[src/hdl/mcf_pkg.sv]
// Shared types and constants for the music crossfade controller.
`default_nettype none

package mcf_pkg;

   // Fixed field widths
   localparam int MODE_W    = 2;
   localparam int ELAPSED_W = 16;
   localparam int LEN_W     = 24;
   localparam int SHAPE_W   = 2;
   localparam int STATE_W   = 3;
   localparam int TIMER_W   = 32;

   // Shortest fade in microseconds
   localparam logic [LEN_W-1:0] FADE_FLOOR_US = 24'd10000;

   // Request kinds; the unused code is ignored
   typedef enum logic [MODE_W-1:0] {
      MODE_TICK = 2'd0,
      MODE_PLAY = 2'd1,
      MODE_STOP = 2'd2
   } mode_type;

   // Fade curves; the unused code behaves as linear
   typedef enum logic [SHAPE_W-1:0] {
      SHAPE_LINEAR      = 2'd0,
      SHAPE_EQUAL_POWER = 2'd1,
      SHAPE_OUT_THEN_IN = 2'd2
   } shape_type;

   // Fader state as reported on the result channel
   typedef enum logic [STATE_W-1:0] {
      FS_IDLE     = 3'd0,
      FS_FADE_IN  = 3'd1,
      FS_PLAYING  = 3'd2,
      FS_XFADE    = 3'd3,
      FS_FADE_OUT = 3'd4
   } fader_state_type;

   // Sequencer states
   typedef enum logic [3:0] {
      CTL_IDLE,
      CTL_EXEC,
      CTL_FRAC,
      CTL_DIV,
      CTL_APPLY,
      CTL_SQA,
      CTL_SQB,
      CTL_DONE
   } ctl_state_type;

   // Operations of the shift-subtract unit
   typedef enum logic {
      UOP_DIV  = 1'b0,
      UOP_SQRT = 1'b1
   } unit_op_type;

   typedef struct packed {
      logic        start;
      unit_op_type op;
   } unit_ctl_type;

   typedef struct packed {
      logic busy;
      logic done;
   } unit_sts_type;

endpackage

`default_nettype wire

[src/hdl/music_crossfade_controller_unit.sv]
// Top level of the two-track music crossfade controller.
//
//   channel | direction | tdata fields (low bit first)                        | tuser
//   req     | in        | elapsed_us, fade_in_us, fade_out_us, fade_shape,     | mode
//           |           | track_id                                             |
//   rsp     | out       | fader_state, volume_a, volume_b, track_a, track_b    | -
//
// Play, stop, an ignored code or a tick while idle go from capture straight to the result.
// Any other tick runs the divider, skipped when the fade is already complete, then none,
// one or two square roots, all on the single shift-subtract unit.
// Reset is synchronous; no clearing pass.
// A result waiting in the output register holds off only the next completion.
`default_nettype none

module music_crossfade_controller_unit #(
   parameter int GAIN_FRAC_BITS = 16,
   parameter int TRACK_BITS     = 16
) (
   input  logic clock,
   input  logic reset,
   input  logic req_tvalid,
   output logic req_tready,
   // elapsed_us, fade_in_us, fade_out_us, fade_shape, track_id, zero pad
   input  logic [((mcf_pkg::ELAPSED_W + 2 * mcf_pkg::LEN_W + mcf_pkg::SHAPE_W
                   + TRACK_BITS + 7) / 8) * 8 - 1:0] req_tdata,
   // mode
   input  logic [mcf_pkg::MODE_W-1:0] req_tuser,
   output logic rsp_tvalid,
   input  logic rsp_tready,
   // fader_state, volume_a, volume_b, track_a, track_b, zero pad
   output logic [((mcf_pkg::STATE_W + 2 * (GAIN_FRAC_BITS + 1)
                   + 2 * TRACK_BITS + 7) / 8) * 8 - 1:0] rsp_tdata
);
   import mcf_pkg::*;

   localparam int GW        = GAIN_FRAC_BITS + 1;
   localparam int RSP_W     = ((STATE_W + 2 * GW + 2 * TRACK_BITS + 7) / 8) * 8;
   localparam int OFS_FIN   = ELAPSED_W;
   localparam int OFS_FOUT  = OFS_FIN + LEN_W;
   localparam int OFS_SHAPE = OFS_FOUT + LEN_W;
   localparam int OFS_TRACK = OFS_SHAPE + SHAPE_W;

   localparam logic [GW-1:0] GAIN_ONE  = {1'b1, {GAIN_FRAC_BITS{1'b0}}};
   localparam logic [GW-1:0] GAIN_HALF = {2'b01, {(GAIN_FRAC_BITS - 1){1'b0}}};

   // Sequencer and captured request
   ctl_state_type          ctl_ff, ctl_in;
   mode_type               cmd_mode_ff, cmd_mode_in;
   logic [ELAPSED_W-1:0]   cmd_elapsed_ff, cmd_elapsed_in;
   logic [LEN_W-1:0]       cmd_fin_ff, cmd_fin_in;
   logic [LEN_W-1:0]       cmd_fout_ff, cmd_fout_in;
   shape_type              cmd_shape_ff, cmd_shape_in;
   logic [TRACK_BITS-1:0]  cmd_track_ff, cmd_track_in;

   // Fader state
   fader_state_type        fader_ff, fader_in;
   logic [TIMER_W-1:0]     timer_ff, timer_in;
   logic [LEN_W-1:0]       len_ff, len_in;
   shape_type              shape_ff, shape_in;
   logic [GW-1:0]          gain_a_ff, gain_a_in;
   logic [GW-1:0]          gain_b_ff, gain_b_in;
   logic [TRACK_BITS-1:0]  cur_track_ff, cur_track_in;
   logic [TRACK_BITS-1:0]  nxt_track_ff, nxt_track_in;
   logic [GW-1:0]          t_ff, t_in;

   // Output register
   logic                   rsp_valid_ff, rsp_valid_in;
   logic [RSP_W-1:0]       rsp_data_ff, rsp_data_in;

   // Shared unit
   unit_ctl_type           unit_ctl;
   unit_sts_type           unit_sts;
   logic [GW-1:0]          unit_radicand;
   logic [GW-1:0]          unit_result;

   logic                   req_fire;
   logic                   out_free;
   logic [LEN_W:0]         play_sum;
   logic [LEN_W-1:0]       play_len;
   logic [LEN_W-1:0]       play_len_fl;
   logic [LEN_W-1:0]       stop_len_fl;
   logic [TIMER_W:0]       timer_sum;
   logic [TIMER_W-1:0]     timer_sat;
   logic                   frac_full;
   logic                   fade_done;
   logic                   need_sqrt;
   logic [GW-1:0]          t_minus_half;

   // Helpers
   assign req_fire     = req_tvalid && req_tready;
   assign out_free     = !rsp_valid_ff || rsp_tready;
   assign play_sum     = {1'b0, cmd_fin_ff} + {1'b0, cmd_fout_ff};
   assign play_len     = play_sum[LEN_W:1];
   assign play_len_fl  = (play_len < FADE_FLOOR_US) ? FADE_FLOOR_US : play_len;
   assign stop_len_fl  = (cmd_fout_ff < FADE_FLOOR_US) ? FADE_FLOOR_US : cmd_fout_ff;
   assign timer_sum    = {1'b0, timer_ff} + (TIMER_W + 1)'(cmd_elapsed_ff);
   assign timer_sat    = timer_sum[TIMER_W] ? '1 : timer_sum[TIMER_W-1:0];
   assign frac_full    = (len_ff == '0) || (timer_ff >= TIMER_W'(len_ff));
   assign fade_done    = (t_ff == GAIN_ONE);
   assign need_sqrt    = (shape_ff == SHAPE_EQUAL_POWER) &&
                         ((fader_ff == FS_FADE_IN) || ((fader_ff == FS_XFADE) && !fade_done));
   assign t_minus_half = t_ff - GAIN_HALF;

   // Sequencer next state
   always_comb begin
      ctl_in = ctl_ff;
      unique case (ctl_ff)
         CTL_IDLE:  if (req_fire) ctl_in = CTL_EXEC;
         CTL_EXEC: begin
            if ((cmd_mode_ff == MODE_TICK) && (fader_ff != FS_IDLE)) ctl_in = CTL_FRAC;
            else ctl_in = CTL_DONE;
         end
         CTL_FRAC:  ctl_in = frac_full ? CTL_APPLY : CTL_DIV;
         CTL_DIV:   if (unit_sts.done) ctl_in = CTL_APPLY;
         CTL_APPLY: ctl_in = need_sqrt ? CTL_SQA : CTL_DONE;
         CTL_SQA: begin
            if (unit_sts.done) ctl_in = (fader_ff == FS_XFADE) ? CTL_SQB : CTL_DONE;
         end
         CTL_SQB:   if (unit_sts.done) ctl_in = CTL_DONE;
         CTL_DONE:  if (out_free) ctl_in = CTL_IDLE;
         default:   ctl_in = CTL_IDLE;
      endcase
   end

   // Sequencer outputs
   always_comb begin
      req_tready    = 1'b0;
      unit_ctl      = '{start: 1'b0, op: UOP_DIV};
      unit_radicand = t_ff;
      unique case (ctl_ff)
         CTL_IDLE:  req_tready = 1'b1;
         CTL_FRAC:  unit_ctl = '{start: !frac_full, op: UOP_DIV};
         CTL_APPLY: begin
            unit_ctl = '{start: need_sqrt, op: UOP_SQRT};
            if (fader_ff == FS_XFADE) unit_radicand = GAIN_ONE - t_ff;
         end
         CTL_SQA: begin
            unit_ctl = '{start: unit_sts.done && (fader_ff == FS_XFADE), op: UOP_SQRT};
         end
         default: ;
      endcase
   end

   // Fader state and result updates
   always_comb begin
      cmd_mode_in    = cmd_mode_ff;
      cmd_elapsed_in = cmd_elapsed_ff;
      cmd_fin_in     = cmd_fin_ff;
      cmd_fout_in    = cmd_fout_ff;
      cmd_shape_in   = cmd_shape_ff;
      cmd_track_in   = cmd_track_ff;
      fader_in       = fader_ff;
      timer_in       = timer_ff;
      len_in         = len_ff;
      shape_in       = shape_ff;
      gain_a_in      = gain_a_ff;
      gain_b_in      = gain_b_ff;
      cur_track_in   = cur_track_ff;
      nxt_track_in   = nxt_track_ff;
      t_in           = t_ff;
      rsp_data_in    = rsp_data_ff;
      rsp_valid_in   = rsp_valid_ff && !rsp_tready;

      unique case (ctl_ff)
         CTL_IDLE: begin
            if (req_fire) begin
               cmd_mode_in    = mode_type'(req_tuser);
               cmd_elapsed_in = req_tdata[ELAPSED_W-1:0];
               cmd_fin_in     = req_tdata[OFS_FIN +: LEN_W];
               cmd_fout_in    = req_tdata[OFS_FOUT +: LEN_W];
               cmd_shape_in   = shape_type'(req_tdata[OFS_SHAPE +: SHAPE_W]);
               cmd_track_in   = req_tdata[OFS_TRACK +: TRACK_BITS];
            end
         end
         CTL_EXEC: begin
            unique case (cmd_mode_ff)
               MODE_PLAY: begin
                  len_in   = play_len_fl;
                  timer_in = '0;
                  shape_in = cmd_shape_ff;
                  if ((fader_ff == FS_PLAYING) || (fader_ff == FS_FADE_IN)) begin
                     nxt_track_in = cmd_track_ff;
                     fader_in     = FS_XFADE;
                  end else begin
                     cur_track_in = cmd_track_ff;
                     nxt_track_in = '0;
                     gain_a_in    = '0;
                     fader_in     = FS_FADE_IN;
                  end
               end
               MODE_STOP: begin
                  len_in   = stop_len_fl;
                  timer_in = '0;
                  fader_in = FS_FADE_OUT;
               end
               MODE_TICK: if (fader_ff != FS_IDLE) timer_in = timer_sat;
               default: ;
            endcase
         end
         CTL_FRAC: if (frac_full) t_in = GAIN_ONE;
         CTL_DIV:  if (unit_sts.done) t_in = unit_result;
         CTL_APPLY: begin
            unique case (fader_ff)
               FS_FADE_IN: begin
                  if (shape_ff != SHAPE_EQUAL_POWER) begin
                     gain_a_in = t_ff;
                     if (fade_done) fader_in = FS_PLAYING;
                  end
               end
               FS_PLAYING: gain_a_in = GAIN_ONE;
               FS_XFADE: begin
                  if (fade_done) begin
                     cur_track_in = nxt_track_ff;
                     nxt_track_in = '0;
                     gain_a_in    = GAIN_ONE;
                     gain_b_in    = '0;
                     fader_in     = FS_PLAYING;
                  end else begin
                     case (shape_ff)
                        SHAPE_EQUAL_POWER: ;
                        SHAPE_OUT_THEN_IN: begin
                           if (t_ff < GAIN_HALF) begin
                              gain_a_in = GAIN_ONE - {t_ff[GW-2:0], 1'b0};
                              gain_b_in = '0;
                           end else begin
                              gain_a_in = '0;
                              gain_b_in = {t_minus_half[GW-2:0], 1'b0};
                           end
                        end
                        default: begin
                           gain_a_in = GAIN_ONE - t_ff;
                           gain_b_in = t_ff;
                        end
                     endcase
                  end
               end
               FS_FADE_OUT: begin
                  if (fade_done) begin
                     cur_track_in = '0;
                     gain_a_in    = '0;
                     fader_in     = FS_IDLE;
                  end else begin
                     gain_a_in = GAIN_ONE - t_ff;
                  end
               end
               default: ;
            endcase
         end
         CTL_SQA: begin
            if (unit_sts.done) begin
               gain_a_in = unit_result;
               if ((fader_ff == FS_FADE_IN) && fade_done) fader_in = FS_PLAYING;
            end
         end
         CTL_SQB: if (unit_sts.done) gain_b_in = unit_result;
         CTL_DONE: begin
            if (out_free) begin
               rsp_valid_in = 1'b1;
               rsp_data_in  = RSP_W'({nxt_track_ff, cur_track_ff, gain_b_ff, gain_a_ff,
                                      fader_ff});
            end
         end
         default: ;
      endcase
   end

   // Control and architectural state
   always_ff @(posedge clock) begin
      if (reset) begin
         ctl_ff       <= CTL_IDLE;
         rsp_valid_ff <= 1'b0;
         fader_ff     <= FS_IDLE;
         timer_ff     <= '0;
         len_ff       <= '0;
         shape_ff     <= SHAPE_LINEAR;
         gain_a_ff    <= '0;
         gain_b_ff    <= '0;
         cur_track_ff <= '0;
         nxt_track_ff <= '0;
      end else begin
         ctl_ff       <= ctl_in;
         rsp_valid_ff <= rsp_valid_in;
         fader_ff     <= fader_in;
         timer_ff     <= timer_in;
         len_ff       <= len_in;
         shape_ff     <= shape_in;
         gain_a_ff    <= gain_a_in;
         gain_b_ff    <= gain_b_in;
         cur_track_ff <= cur_track_in;
         nxt_track_ff <= nxt_track_in;
      end
   end

   // Payload registers
   always_ff @(posedge clock) begin
      cmd_mode_ff    <= cmd_mode_in;
      cmd_elapsed_ff <= cmd_elapsed_in;
      cmd_fin_ff     <= cmd_fin_in;
      cmd_fout_ff    <= cmd_fout_in;
      cmd_shape_ff   <= cmd_shape_in;
      cmd_track_ff   <= cmd_track_in;
      t_ff           <= t_in;
      rsp_data_ff    <= rsp_data_in;
   end

   mcf_shift_sub_unit #(
      .GAIN_FRAC_BITS (GAIN_FRAC_BITS)
   ) u_shift_sub (
      .clock    (clock),
      .reset    (reset),
      .ctl      (unit_ctl),
      .dividend (timer_ff[LEN_W-1:0]),
      .divisor  (len_ff),
      .radicand (unit_radicand),
      .sts      (unit_sts),
      .result   (unit_result)
   );

   assign rsp_tvalid = rsp_valid_ff;
   assign rsp_tdata  = rsp_data_ff;

   // Idle means no track and silence
   a_idle_clean: assert property (@(posedge clock) disable iff (reset)
      (fader_ff == FS_IDLE) |-> (gain_a_ff == '0) && (cur_track_ff == '0))
      else $error("idle with a live track");

   // Gains stay within unity
   a_gain_range: assert property (@(posedge clock) disable iff (reset)
      (gain_a_ff <= GAIN_ONE) && (gain_b_ff <= GAIN_ONE))
      else $error("gain above unity");

   // Ready only while the shared unit is free
   a_ready_unit: assert property (@(posedge clock) disable iff (reset)
      req_tready |-> !unit_sts.busy)
      else $error("request taken while unit busy");

   // Wait states always have a live or finished operation
   a_wait_live: assert property (@(posedge clock) disable iff (reset)
      ((ctl_ff == CTL_DIV) || (ctl_ff == CTL_SQA) || (ctl_ff == CTL_SQB))
      |-> (unit_sts.busy || unit_sts.done))
      else $error("waiting on an idle unit");

endmodule

`default_nettype wire

[src/hdl/mcf_shift_sub_unit.sv]
// Shared shift-subtract unit: fraction divider and integer square root.
`default_nettype none

module mcf_shift_sub_unit #(
   parameter int GAIN_FRAC_BITS = 16
) (
   input  logic                          clock,
   input  logic                          reset,
   input  mcf_pkg::unit_ctl_type         ctl,
   input  logic [mcf_pkg::LEN_W-1:0]     dividend,   // must be below divisor
   input  logic [mcf_pkg::LEN_W-1:0]     divisor,
   input  logic [GAIN_FRAC_BITS:0]       radicand,   // Q1.F value
   output mcf_pkg::unit_sts_type         sts,
   output logic [GAIN_FRAC_BITS:0]       result
);
   import mcf_pkg::*;

   localparam int GW    = GAIN_FRAC_BITS + 1;
   localparam int ACC_W = (GAIN_FRAC_BITS + 4 > LEN_W + 1) ? GAIN_FRAC_BITS + 4 : LEN_W + 1;
   localparam int RAD_W = 2 * GW;
   localparam int CNT_W = $clog2(GW);

   logic              busy_ff, busy_in;
   logic              done_ff, done_in;
   unit_op_type       op_ff, op_in;
   logic [CNT_W-1:0]  cnt_ff, cnt_in;
   logic [ACC_W-1:0]  acc_ff, acc_in;
   logic [GW-1:0]     root_ff, root_in;
   logic [RAD_W-1:0]  rad_ff, rad_in;
   logic [LEN_W-1:0]  div_ff, div_in;

   logic [ACC_W-1:0]  sub_a;
   logic [ACC_W-1:0]  sub_b;
   logic [ACC_W:0]    diff;
   logic              fits;

   // The one subtractor; operands depend on the operation
   always_comb begin
      if (op_ff == UOP_SQRT) begin
         sub_a = {acc_ff[ACC_W-3:0], rad_ff[RAD_W-1 -: 2]};
         sub_b = ACC_W'({root_ff, 2'b01});
      end else begin
         sub_a = {acc_ff[ACC_W-2:0], 1'b0};
         sub_b = ACC_W'(div_ff);
      end
      diff = {1'b0, sub_a} - {1'b0, sub_b};
      fits = !diff[ACC_W];
   end

   // One quotient or root bit per cycle
   always_comb begin
      busy_in = busy_ff;
      done_in = done_ff;
      op_in   = op_ff;
      cnt_in  = cnt_ff;
      acc_in  = acc_ff;
      root_in = root_ff;
      rad_in  = rad_ff;
      div_in  = div_ff;
      if (ctl.start) begin
         busy_in = 1'b1;
         done_in = 1'b0;
         op_in   = ctl.op;
         root_in = '0;
         div_in  = divisor;
         if (ctl.op == UOP_SQRT) begin
            acc_in = '0;
            rad_in = {1'b0, radicand, {GAIN_FRAC_BITS{1'b0}}};
            cnt_in = CNT_W'(GAIN_FRAC_BITS);
         end else begin
            acc_in = ACC_W'(dividend);
            cnt_in = CNT_W'(GAIN_FRAC_BITS - 1);
         end
      end else if (busy_ff) begin
         acc_in  = fits ? diff[ACC_W-1:0] : sub_a;
         root_in = {root_ff[GW-2:0], fits};
         rad_in  = {rad_ff[RAD_W-3:0], 2'b00};
         cnt_in  = cnt_ff - 1'b1;
         if (cnt_ff == '0) begin
            busy_in = 1'b0;
            done_in = 1'b1;
         end
      end
   end

   always_ff @(posedge clock) begin
      if (reset) begin
         busy_ff <= 1'b0;
         done_ff <= 1'b0;
         op_ff   <= UOP_DIV;
      end else begin
         busy_ff <= busy_in;
         done_ff <= done_in;
         op_ff   <= op_in;
      end
   end

   always_ff @(posedge clock) begin
      cnt_ff  <= cnt_in;
      acc_ff  <= acc_in;
      root_ff <= root_in;
      rad_ff  <= rad_in;
      div_ff  <= div_in;
   end

   assign sts.busy = busy_ff;
   assign sts.done = done_ff;
   assign result   = root_ff;

   // A new operation never lands on one still running
   a_no_restart: assert property (@(posedge clock) disable iff (reset)
      ctl.start |-> !busy_ff)
      else $error("start while unit busy");

endmodule

`default_nettype wire

[config.mk]
export PLATFORM = sky130hd
export DESIGN_NAME = music_crossfade_controller_unit
export DESIGN_NICKNAME = d
export VERILOG_FILES = /design/src/hdl/mcf_pkg.sv /design/src/hdl/music_crossfade_controller_unit.sv /design/src/hdl/mcf_shift_sub_unit.sv
export SDC_FILE = /design/constraint.sdc
export NUM_CORES = 1
export LEC_CHECK = 0
export BUFFER_PORTS_ARGS = -buffer_cell sky130_fd_sc_hd__buf_2
export CAP_MARGIN = 40
export CORE_ASPECT_RATIO = 1.25
export CORE_MARGIN = 2
export CORE_UTILIZATION = 48
export CTS_CLUSTER_SIZE = 14
export DETAILED_ROUTE_END_ITERATION = 12
export HOLD_SLACK_MARGIN = 0.03
export MAX_ROUTING_LAYER = met4
export PLACE_DENSITY = 0.71
export SLEW_MARGIN = 0
export SYNTH_ARGS = -nofsm -noshare
export SYNTH_HDL_FRONTEND = slang
export SYNTH_HIERARCHICAL = 1
export SYNTH_SLANG_ARGS = --single-unit
[constraint.sdc]
create_clock -name clock -period 8.7 [get_ports clock]
set_clock_uncertainty 0.05 [all_clocks]
set_input_delay 1.74 -clock clock [delete_from_list [all_inputs] [get_ports clock]]
set_output_delay 1.74 -clock clock [all_outputs]
set_load 0.005 [all_outputs]
Word level (Yosys, flattened, before mapping)
Cells that the tools add are included.
{"block": "totals", "register_bits": 409, "input_bits": 94, "out_inout_bits": 74, "elab_cells": 193}
{"block": "op_classes", "add_sub_neg": 7, "order_cmp": 4, "n_eq_ne": 39, "n_mux": 73, "reduce_logical": 44}
{"cell": "2-to-1 mux 17 bit", "count": 13}
{"cell": "2-to-1 mux 24 bit", "count": 7}
{"cell": "one-hot mux 17 bit (2 select lines)", "count": 4}
{"cell": "2-to-1 mux 16 bit", "count": 7}
{"cell": "2-to-1 mux 34 bit", "count": 3}
{"cell": "one-hot mux 16 bit (2 select lines)", "count": 3}
{"cell": "one-hot mux 17 bit (4 select lines)", "count": 1}
{"cell": "2-to-1 mux 32 bit", "count": 2}
{"cell": "one-hot mux 32 bit (2 select lines)", "count": 1}
{"cell": "one-hot mux 17 bit (3 select lines)", "count": 1}
{"cell": "< comparator 24 x 14 -> 1 bit (second input constant)", "count": 2}
{"cell": "one-hot mux 24 bit (2 select lines)", "count": 1}
{"cell": "subtractor 17 bit (first input constant)", "count": 2}
{"cell": "adder 32 x 16 -> 33 bit", "count": 1}
{"cell": "greater-or-equal comparator 32 x 24 -> 1 bit", "count": 1}
{"cell": "one-hot mux 4 bit (8 select lines)", "count": 1}
{"cell": "subtractor 25 x 24 -> 26 bit", "count": 1}
{"cell": "adder 24 x 24 -> 25 bit", "count": 1}
{"cell": "2-to-1 mux 25 bit", "count": 1}
{"cell": "logical NOT 24 bit", "count": 1}
{"cell": "2-to-1 mux 3 bit", "count": 7}
{"cell": "2-to-1 mux 4 bit", "count": 5}
{"cell": "one-hot mux 3 bit (3 select lines)", "count": 2}
{"cell": "== test 17 bit (second input constant)", "count": 1}
{"cell": "37 further kinds", "count": 98}

Logic depth before layout (Yosys ltp)
{"block": "depth", "depth_word": 8, "ltp_mapped": 24, "ltp_nobuf": 19}

Modules after synthesis
Netlist, hierarchy kept.
{"mod": "music_crossfade_controller_unit", "n_inst": 1, "cells_each": 1528, "area_per_inst_um2": 15145.8, "seq_area_each_um2": 7727.4}
{"mod": "mcf_shift_sub_unit", "n_inst": 1, "cells_each": 493, "area_per_inst_um2": 5471.5, "seq_area_each_um2": 2532.4}

Worst setup path before layout
OpenSTA, ideal clock, no wires.
{"block": "synth_path", "path_kind": "register -> register", "from": "register t_ff[0]", "to": "register u_shift_sub.rad_ff[16], enable pin", "setup_ns": 0.418, "arrival_time_ns": 5.951, "required_ns": 8.232, "setup_slack_ns": 2.281, "path_stages_with_launch": 22, "path_buffers": 6, "synth_period_minus_slack_ns": 6.419, "cell_sequence": "edfxtp_1 -> inv_1 -> ha_1 -> or3b_1 -> clkbuf_2 -> or3_1 -> buf_2 -> or3_1 -> buf_2 -> or3_4 -> nor3_4 -> nor3b_1 -> ha_1 -> clkbuf_1 -> nand2_1 -> nand2_1 -> nor2_1 -> a31oi_1 -> nand2_1 -> clkbuf_1 -> clkbuf_1 -> o21ai_0"}
{"element": "start: declaration", "line": "music_crossfade_controller_unit.sv:64", "rtl": "logic [GW-1:0] t_ff, t_in;"}
{"element": "start signal: assignment", "line": "music_crossfade_controller_unit.sv:302", "rtl": "t_ff <= t_in;"}
{"element": "end signal: assignment", "line": "mcf_shift_sub_unit.sv:102", "rtl": "rad_ff <= rad_in;"}
{"element": "end: declaration", "line": "mcf_shift_sub_unit.sv:29", "rtl": "logic [RAD_W-1:0] rad_ff, rad_in;"}

==> key figures <==
Clock tree
  – Clk Latency, worst-skew pair: 0.55 ns
  – Num CTS Buffers: 40
  – CTS Hold Buffers Added: 0
  – Max Root-Sink Buffers: 3
  – TritonCTS clock tree: done
  – Clock sinks: 392
  – Depth of the CTS H-tree: 2
  – Resize count post-CTS: 0
  – Reg clk slew, reported paths: 0.06 ns
  – CTS Root Cell: clkbuf_16
  – Post-CTS setup buffers: 0

Placed design
  – Cells after DPL: 2644
  – Final RePlAce weighted congestion: 0.899
  – Pre-CTS setup slack: 2.68 ns
  – DP HPWL: 37900 um
  – Number of port buffers: 158

Run status
  – Outcome: finished clean

Cells and area
  – Nets: 2317
  – Cell Count, Final, Fillers Out: 2718
  – Area Overhead vs Synth: 12.7%
  – Utilization after layout: 55.0%
  – Layout cells sized above 1: 14.7%

Yosys
  – Syn_area_per_cell: 10.2 sq um
  – Syn Inst Count: 2020
  – Synth Cell Area: 20600 sq um
  – Synth warnings: 6

Route
  – DRC violations left: 0
  – Total routed wirelength: 52100 um
  – Vias/cell: 5.92
  – Final ANT Viol Nets: 0
  – DR vias: 16100
  – Routed WL per cell: 19.2 um
  – Iteration count of the initial detailed-routing pass: 5
  – Starting DRT DRC Count: 1102

Worst setup path
  – Crit Path Max Fanout: 42
  – Crit path buffers/inverters: 4
  – CP required: 8.91 ns
  – Worst Setup End Kind: flip-flop
  – Delay-heaviest family, CP: simple AND/OR/NAND/NOR gates
  – CP Launch Type: flip-flop
  – CP peak stage delay: 0.54 ns
  – CP startpoint: t_ff[0]
  – CP cell instances: inv_1 -> ha_1 -> or3b_1 -> or3_1 -> or3_1 -> or3_4 -> nor3_4 -> nor3b_1 -> ha_1 -> nand2_1 -> nand2_1 -> nor2_1 -> a31oi_1 -> nand2_2 -> inv_1 -> buf_4 -> nor2_1 -> buf_4 -> a32o_1 -> o21bai_1
  – Critical path class: reg2reg
  – WP data arrival: 6.29 ns
  – Reg2Reg Launch Point: t_ff[0]
  – Worst path slowest cell: nand2_2

Timing
  – Minimum clock period: 6.08 ns
  – Hold WS: 0.373 ns
  – Post-route setup slack: 2.62 ns
  – Final Max Slew Viols: 0
  – Setup TNS: 0 ns
  – Normalized max-slew margin: 38.7%
  – Fmax: 165 MHz
  – RSZ-0062 raised after global routing: no
  – Final setup fails: 0
  – Final Hold Vio Count: 0
  – Worst-margin pin slew: 0.916 ns
  – Fin crit share: 69.9%

Global route
  – Initial antenna violation count: 1
  – Largest net degree at the start of global routing: 76
  – Vias in the first global route: 15500
  – Grt ovf: 0
  – First-pass GRT wire length: 83200 um
  – Total track usage: 23.8%

Power
  – Pwr dens: 313 nW/um^2
  – Pleak: 8.77 nW
  – Peak supply drop: 0.192 mV

Floorplan
  – IO Count: 168
  – Die X: 189 um
  – Die ar.: 44600 sq um
  – Chip height: 236 um
  – Total core area: 42300 sq um
  – Initial core utilization: 48.8%
  – Placement row count: 84

Job
  – Max Cap Viol: 0

Hold path
  – Hold Crit Class: reg2reg
  – HP Start: cur_track_ff[1]
[path summary, 6_finish.rpt]
check	slack [ns]	cells after the start	endpoint
worst max-delay path	2.62	20	u_shift_sub/acc_ff[19]
worst min-delay path	0.37	0	rsp_tdata[38]
worst max register to register	2.62	20	u_shift_sub/acc_ff[19]
worst min register to register	0.37	0	rsp_tdata[38]
[registers in the layout, indices dropped and copies added, names as in the netlist, 3 cells and up]
name / flops
rsp_tdata: 69
fader_ff: 3
gain_b_ff: 17
timer_ff: 32
gain_a_ff: 17
u_shift_sub/result: 17
nxt_track_ff: 16
u_shift_sub/rad_ff: 18
cur_track_ff: 16
cmd_fin_ff: 24
u_shift_sub/acc_ff: 24
cmd_fout_ff: 24
u_shift_sub/div_ff: 24
len_ff: 24
ctl_ff: 3
u_shift_sub/cnt_ff: 5
cmd_track_ff: 16
cmd_elapsed_ff: 16
t_ff: 17
[worst reg2reg max path, stage by stage (launching register included)]
cell      delay (ns)
edfxtp_1        0.44
inv_1           0.14
ha_1            0.25
or3b_1          0.48
or3_1           0.44
or3_1           0.44
or3_4           0.40
nor3_4          0.22
nor3b_1         0.24
ha_1            0.47
nand2_1         0.10
nand2_1         0.10
nor2_1          0.06
a31oi_1         0.20
nand2_2         0.54
inv_1           0.20
buf_4           0.33
nor2_1          0.12
buf_4           0.21
a32o_1          0.21
o21bai_1        0.16
[cell type report]
type	count	area, sq um
Fill cell	3710	19000
Clock buffer	55	1100
Timing Repair Buffer	194	1180
Tap cell	559	699
Antenna cell	1	2.50
Sequential cell	392	10300
Clock inverter	18	150
Multi-Input combinational cell	1430	9570
Inverter	69	259
[per-layer routing]
| layer | global-route usage, % | vias up | wire, um |
|---|---|---|---|
| met5 | - | - | 0 |
| met4 | 7.59 | 0 | 1610 |
| met3 | 2.30 | 95 | 2390 |
| met2 | 40.3 | 476 | 25900 |
| met1 | 30.1 | 7744 | 22100 |
| li1 | - | 7766 | - |
[layout by cell type (no fill, tap or decap), types with 12 or more instances in the layout]
cell type,count
a21oi_1,164
nor2b_1,17
buf_2,157
clkbuf_1,12
xnor2_1,40
a221oi_1,17
nor2_1,177
xor2_1,38
dfxtp_1,149
nor3_1,32
o21ai_0,100
and3_1,29
nand4_1,28
clkbuf_16,41
a211oi_1,62
edfxtp_1,241
a21o_1,53
nand3_1,24
nor4_1,17
a31oi_1,25
ha_1,93
a22oi_1,45
buf_4,28
mux2i_1,50
nand2b_1,21
mux2_2,40
or3_1,13
and2_1,14
nand2_1,152
inv_1,68
[power breakdown]
group | switching (mW) | leakage [nW] | internal (mW)
Sequential | 0.252 | 3.46 | 2.45
Combinational | 1.74 | 4.70 | 1.18
Clock | 0.708 | 0.609 | 0.947
[per-stage QoR]
stage	area (sq um)	power, mW
6_report	23200	7.27
3_3_place_gp	21700	5.48
2_1_floorplan	20600	4.85
4_1_cts	23200	7.28
3_5_place_dp	22000	5.61
5_1_grt	23200	7.72
(Power assumes the default switching activity.)
